File: src/sdc_pkg.sv
// ----------------------------------------------------------------------------
// sdc_pkg
// shared types, constants and bit-mapping functions of the secded 40/32 codec
// ----------------------------------------------------------------------------
package sdc_pkg;

	localparam int CwBits   = 40;
	localparam int DataBits = 32;
	localparam int SynBits  = 6;

	// codeword bit of hamming position p is bit CwBits-1-p
	localparam logic [CwBits-1:0] RESERVED_CLEAR = 40'hEF_FFFF_FFFF;
	localparam int OverallBit = CwBits - 1;

	localparam logic OP_ENCODE = 1'b0;
	localparam logic OP_DECODE = 1'b1;

	localparam logic [1:0] STAT_CLEAN   = 2'd0;
	localparam logic [1:0] STAT_CORR    = 2'd1;
	localparam logic [1:0] STAT_UNCORR  = 2'd2;

	// stage 1: word ready for checking
	typedef struct packed {
		logic              vld;
		logic              op;
		logic [CwBits-1:0] word;
	} sdc_st1_t;

	// stage 2: word with its syndrome and overall parity
	typedef struct packed {
		logic               vld;
		logic               op;
		logic [CwBits-1:0]  word;
		logic [SynBits-1:0] syn;
		logic               par;
	} sdc_st2_t;

	// data bits into their codeword positions, check positions left zero
	function automatic logic [CwBits-1:0] place_data(input logic [DataBits-1:0] d);
		logic [CwBits-1:0] c;
		c        = '0;
		c[6:0]   = d[6:0];
		c[22:8]  = d[21:7];
		c[30:24] = d[28:22];
		c[34:32] = d[31:29];
		return c;
	endfunction

	// gather data positions back into a data word
	function automatic logic [DataBits-1:0] take_data(input logic [CwBits-1:0] c);
		return {c[34:32], c[30:24], c[22:8], c[6:0]};
	endfunction

	// xor of hamming positions 1..39 whose bit is set
	function automatic logic [SynBits-1:0] syndrome_of(input logic [CwBits-1:0] c);
		logic [SynBits-1:0] s;
		s = '0;
		for (int p = 1; p < CwBits; p++) begin
			if (c[CwBits-1-p])
				s ^= SynBits'(p);
		end
		return s;
	endfunction

endpackage

File: src/sdc_prep.sv
// ----------------------------------------------------------------------------
// sdc_prep
// stage 1: places data for encode or clears the reserved bit for decode
// ----------------------------------------------------------------------------
module sdc_prep (
	input  logic                          clk,
	input  logic                          arst_n,
	input  logic                          vld,
	input  logic                          op,
	input  logic [sdc_pkg::DataBits-1:0]  data_in,
	input  logic [sdc_pkg::CwBits-1:0]    code_in,
	output sdc_pkg::sdc_st1_t             st_s1
);
	import sdc_pkg::*;

	logic [CwBits-1:0] word;

	assign word = (op == OP_DECODE) ? (code_in & RESERVED_CLEAR) : place_data(data_in);

	always_ff @(posedge clk or negedge arst_n) begin
		if (!arst_n) begin
			st_s1 <= '0;
		end else begin
			st_s1.vld  <= vld;
			st_s1.op   <= op;
			st_s1.word <= word;
		end
	end

endmodule

File: src/sdc_synd.sv
// ----------------------------------------------------------------------------
// sdc_synd
// stage 2: syndrome and overall parity xor trees
// ----------------------------------------------------------------------------
module sdc_synd (
	input  logic              clk,
	input  logic              arst_n,
	input  sdc_pkg::sdc_st1_t st_s1,
	output sdc_pkg::sdc_st2_t st_s2
);
	import sdc_pkg::*;

	always_ff @(posedge clk or negedge arst_n) begin
		if (!arst_n) begin
			st_s2 <= '0;
		end else begin
			st_s2.vld  <= st_s1.vld;
			st_s2.op   <= st_s1.op;
			st_s2.word <= st_s1.word;
			st_s2.syn  <= syndrome_of(st_s1.word);
			st_s2.par  <= ^st_s1.word;
		end
	end

endmodule

File: src/sdc_fix.sv
// ----------------------------------------------------------------------------
// sdc_fix
// stage 3: inserts check bits on encode, classifies and corrects on decode
// ----------------------------------------------------------------------------
module sdc_fix (
	input  logic                          clk,
	input  logic                          arst_n,
	input  sdc_pkg::sdc_st2_t             st_s2,
	output logic                          vld_s3,
	output logic                          op_s3,
	output logic [sdc_pkg::CwBits-1:0]    code_s3,
	output logic [sdc_pkg::DataBits-1:0]  data_s3,
	output logic [1:0]                    status_s3
);
	import sdc_pkg::*;

	logic [CwBits-1:0] enc_word;
	logic [CwBits-1:0] flip_mask;
	logic [CwBits-1:0] dec_word;
	logic [1:0]        dec_status;

	// encode: check bit 2^k takes syndrome bit k, overall bit evens the word
	always_comb begin
		enc_word = st_s2.word;
		for (int k = 0; k < SynBits; k++)
			enc_word[CwBits-1-(1 << k)] = st_s2.syn[k];
		enc_word[OverallBit] = st_s2.par ^ (^st_s2.syn);
	end

	// decode classification and single-bit flip
	always_comb begin
		flip_mask = '0;
		if (st_s2.syn == '0) begin
			dec_status = STAT_CLEAN;
		end else if (!st_s2.par) begin
			dec_status = STAT_UNCORR;
		end else begin
			dec_status = STAT_CORR;
			if (st_s2.syn < SynBits'(CwBits))
				flip_mask[SynBits'(CwBits - 1) - st_s2.syn] = 1'b1;
		end
		dec_word = st_s2.word ^ flip_mask;
	end

	always_ff @(posedge clk or negedge arst_n) begin
		if (!arst_n) begin
			vld_s3 <= 1'b0;
		end else begin
			vld_s3 <= st_s2.vld;
		end
	end

	always_ff @(posedge clk) begin
		op_s3 <= st_s2.op;
		if (st_s2.op == OP_DECODE) begin
			code_s3   <= dec_word;
			data_s3   <= take_data(dec_word);
			status_s3 <= dec_status;
		end else begin
			code_s3   <= enc_word;
			data_s3   <= '0;
			status_s3 <= STAT_CLEAN;
		end
	end

endmodule

File: src/secded_40_32_codec_top.sv
// ----------------------------------------------------------------------------
// secded_40_32_codec_top
// secded (40,32) hamming encoder and decoder, three-stage pipeline
// ----------------------------------------------------------------------------
// usage
//   command channel: start high with busy low is a transfer of op, data_in
//   and code_in. op 0 encodes data_in, op 1 decodes code_in.
//   busy is tied low: the pipeline never stalls, so a new command may be
//   issued in every cycle.
//   result channel: done is high for exactly one cycle with code_out,
//   data_out and status; that cycle is the transfer, the receiver cannot
//   hold it off.
//   stages: a command passes the three register stages in order up to done
//   (prepare word, syndrome and parity trees, correct and format).
//   throughput: 1 item per cycle, results come out in command order.
//   reset: arst_n clears the first two stages and the valid bit of the
//   output stage, so items in flight are dropped and no done follows; the
//   output payload registers are not reset.
// ----------------------------------------------------------------------------
module secded_40_32_codec_top (
	input  logic        clk,
	input  logic        arst_n,
	input  logic        start,
	output logic        busy,
	input  logic        op,
	input  logic [31:0] data_in,
	input  logic [39:0] code_in,
	output logic        done,
	output logic [39:0] code_out,
	output logic [31:0] data_out,
	output logic [1:0]  status
);
	import sdc_pkg::*;

	sdc_st1_t st_s1;
	sdc_st2_t st_s2;
	logic     op_s3;

	// no back pressure anywhere, so commands are always taken
	assign busy = 1'b0;

	// stage 1: data placement or reserved-bit clear
	sdc_prep u_prep (
		.clk     (clk),
		.arst_n  (arst_n),
		.vld     (start),
		.op      (op),
		.data_in (data_in),
		.code_in (code_in),
		.st_s1   (st_s1)
	);

	// stage 2: syndrome and parity
	sdc_synd u_synd (
		.clk    (clk),
		.arst_n (arst_n),
		.st_s1  (st_s1),
		.st_s2  (st_s2)
	);

	// stage 3: check bit insertion or correction, output register
	sdc_fix u_fix (
		.clk       (clk),
		.arst_n    (arst_n),
		.st_s2     (st_s2),
		.vld_s3    (done),
		.op_s3     (op_s3),
		.code_s3   (code_out),
		.data_s3   (data_out),
		.status_s3 (status)
	);

	// every command transfer yields exactly one result once it has passed all register stages
	assert property (@(posedge clk) disable iff (!arst_n)
		(arst_n && $past(arst_n) && $past(arst_n, 2) && $past(arst_n, 3))
		|-> (done == $past(start, 3)))
		else $error("result strobe does not follow command by three cycles");

	// encode results always report clean status and zero data
	assert property (@(posedge clk) disable iff (!arst_n)
		(done && op_s3 == OP_ENCODE) |-> (status == STAT_CLEAN && data_out == '0))
		else $error("encode result carries decode fields");

	// decoded data is the data field of the corrected codeword
	assert property (@(posedge clk) disable iff (!arst_n)
		(done && op_s3 == OP_DECODE) |-> (data_out == take_data(code_out)))
		else $error("decoded data does not match corrected codeword");

	// status never takes the unused code
	assert property (@(posedge clk) disable iff (!arst_n)
		done |-> (status == STAT_CLEAN || status == STAT_CORR || status == STAT_UNCORR))
		else $error("status out of range");

endmodule

File: config.mk
export PLATFORM = sky130hd
export DESIGN_NAME = secded_40_32_codec_top
export DESIGN_NICKNAME = d
export VERILOG_FILES = /design/src/sdc_pkg.sv /design/src/sdc_prep.sv /design/src/sdc_synd.sv /design/src/sdc_fix.sv /design/src/secded_40_32_codec_top.sv
export SDC_FILE = /design/constraint.sdc
export NUM_CORES = 1
export LEC_CHECK = 0
export BUFFER_PORTS_ARGS = -buffer_cell sky130_fd_sc_hd__buf_2
export CORE_MARGIN = 2
export CORE_UTILIZATION = 54
export CTS_CLUSTER_SIZE = 20
export DETAILED_ROUTE_END_ITERATION = 16
export PLACE_DENSITY = 0.85
export SLEW_MARGIN = 15
export SYNTH_ARGS = -nofsm -noshare
export SYNTH_HDL_FRONTEND = slang
export SYNTH_HIERARCHICAL = 1
export SYNTH_SLANG_ARGS = --single-unit
export TNS_END_PERCENT = 5
File: constraint.sdc
create_clock -name clk -period 2.3 [get_ports clk]
set_input_delay 0 -clock clk [delete_from_list [all_inputs] [get_ports clk]]
set_output_delay 0 -clock clk [all_outputs]
set_load 0.01 [all_outputs]
==> qor.yml <==
die:
  dieHeight_um: 114.3
  start_util_pct: 54.91
  placement_rows: 40
  die_area_um2: 13060
  ioPinCount: 152
  die_x_um: 114.3
  core-area_um2: 11960
finish:
  regArea_um2: 3759
  nets: 855
  final_design_area_no_fill_um2: 8778
  n_fill_cell: 782
  multi_input_area_um2: 2616
  synthToLayoutAreaGrowth_pct: 33.66
  drive_gt1_share_pct: 29.90
  antenna_cells: 0
clock_tree:
  cts.sinks: 165
  clock_path_buffers: 2
  clk_latency_ps: 420
  cts_root_buffer: "clkbuf_16"
  h-tree-depth: 4
  numCtsBuffers: 17
  cts_tree: "yes"
  post_cts_buffers: 0
  clk_pin_slew_ps: 70
sta:
  fin_tns_setup_ps: 0
  finClkSkew_ps: 6.373
  holdWs_ps: 127.8
  hold_viol_final: 0
  finalSetupViolCount: 0
  rsz0062_at_grt: "no"
  slew_violations: 0
  fin_ws_ps: 129.7
  max_slew.worst_pin.slew_ps: 814.4
  min_period_over_period_pct: 94.36
  max_freq_ghz: 0.4608
  slew_headroom_pct: 45.71
  period_needed_ps: 2170
global_routing:
  antenna_found_initial: 0
  grt_max_degree: 77
  grt_use_total_pct: 25.29
  grt_pass1_vias: 4849
  overflow: 0
  grt_pass1_wl_um: 24960
detailed_routing:
  route.detailed.drc: 0
  viasPerCell: 5.370
  wl_um: 16190
  initialDrtViolationCount: 314
  first_pass_iters: 5
  ant_nets: 0
  wl_per_cell_um: 17.35
  vias: 5010
worst_setup_path:
  critPathTopFamily: "simple AND/OR/NAND/NOR gates"
  startpoint_type: "register"
  ff2ff_path_depth: 6
  worst-path-buf-inv: 1
  rr_startpoint: "u_synd/st_s2[4]"
  cp_max_fo: 16
  cp.depth: 6
  rrSetupSlack_ps: 130
  reg2reg_to: "u_fix/data_s3[12]"
  critPathCaptureType: "register"
  cp.arrival_ps: 2520
  worstSetupPathType: "register to register"
  max_stage_delay_ps: 600
  cp_cell_sequence: "inv_1 > ha_1 > xnor2_4 > nand2_1 > or4_1 > a21oi_1"
  crit_path_top_delay_cell: "or4_1"
  required_ps: 2650
placement:
  pre_cts_slack_ps: 130.1
  dp_hpwl_um: 10280
  placed_area_um2: 7458
  port_buffers: 149
  gp_congestion: 0.8208
hold_path:
  hold_end: "u_prep/st_s1[40]"
  hold_start: "op"
  hold_path_class: "input pin to register"
  holdPathStages: 1
power:
  p_seq_share_pct: 38.2
  ir_drop_mv: 0.6554
  comb_power_share_pct: 32.0
  power.leakage_nw: 3.850
  power.density_nw_per_um2: 1041
  p_clk_share_pct: 29.8
  p_int_mw: 5.941
  p_switching_mw: 3.194
  sw_frac_of_total_pct: 34.97
  power_mw: 9.135
synth:
  yosysWarnings: 6
  synthCells: 547
  syn_nets: 629
  netlist_area_um2: 6568
  syn_area_per_cell_um2: 12.01
job:
  cap_violations: 0
run_status:
  outcome: "finished, final reports clean"
==> sequential cells by signal (all words and copies together) (netlist names) <==
signal and count:
u_fix/vld_s3 1, u_prep/st_s1 41, u_fix/data_s3 32, u_fix/status_s3 2, u_fix/code_s3 40, u_synd/st_s2 49
==> metrics by stage <==
stage	util, %	instances
final	73.39	933
after global routing	73.39	933
after CTS	73.33	933
after detailed placement	62.35	827
after global placement	62.35	827
after floorplan	-	547
==> how the worst max path moves through the flow <==
stage | slack, ps | end | startpoint
floorplan | 340 | u_fix/data_s3[6] | u_synd/st_s2[6]
global placement | 230 | u_fix/data_s3[4] | u_synd/st_s2[3]
detailed placement | 130 | u_fix/data_s3[19] | u_synd/st_s2[3]
CTS | 110 | u_fix/data_s3[28] | u_synd/st_s2[1]
global route | 10 | u_fix/data_s3[12] | u_synd/st_s2[5]
finish | 130 | u_fix/data_s3[12] | u_synd/st_s2[4]
==> final cells by class <==
cell class                      instances  share of cell area [%]
Clock buffer                           17                   4.846
Tap cell                              147                   2.095
Clock inverter                         15                   1.668
Inverter                                9                  0.3848
Sequential cell                       165                   42.82
Multi-Input combinational cell        342                   29.80
Timing Repair Buffer                  238                   18.39
==> cells in the final DEF (no fill, tap or decap), types with 15 or more instances in the layout <==
master	count
clkbuf_16	17
mux2_2	29
dfxtp_1	74
dfrtp_1	91
xnor2_1	56
xor2_1	49
nor2_1	18
dlygate4sd3_1	74
buf_4	15
buf_2	148
a21oi_1	29
nor3_1	25
o31ai_1	17
or4_1	18
==> layer usage <==
metal / wire length (um) / GRT usage, % / vias up
li1: - / - / 2351
met1: 6580 / 33.11 / 2413
met2: 8226 / 42.34 / 215
met3: 1055 / 4.923 / 31
met4: 329 / 8.862 / 0
met5: 0 / 0 / -
==> power groups by stage <==
| stage | Clock (mW) | Combinational [mW] | Sequential (mW) |
|---|---|---|---|
| after global routing | 2.90 | 3.15 | 3.51 |
| after detailed placement | 0 | 2.70 | 3.53 |
| final | 2.72 | 2.92 | 3.49 |
| after global placement | 0 | 2.60 | 3.52 |
| after floorplan | 0 | 1.87 | 3.57 |
| after CTS | 2.74 | 2.86 | 3.48 |
==> repair_timing <==
| item | 4_1_cts | 5_1_grt |
|---|---|---|
| endpoints found under the setup margin | 0 | 3 |
| resized for setup | 0 | 2 |
| hold buffers | 74 | 0 |
| endpoints found under the hold margin | 131 | 0 |
No activity file was read; power rests on OpenSTA's default activity.
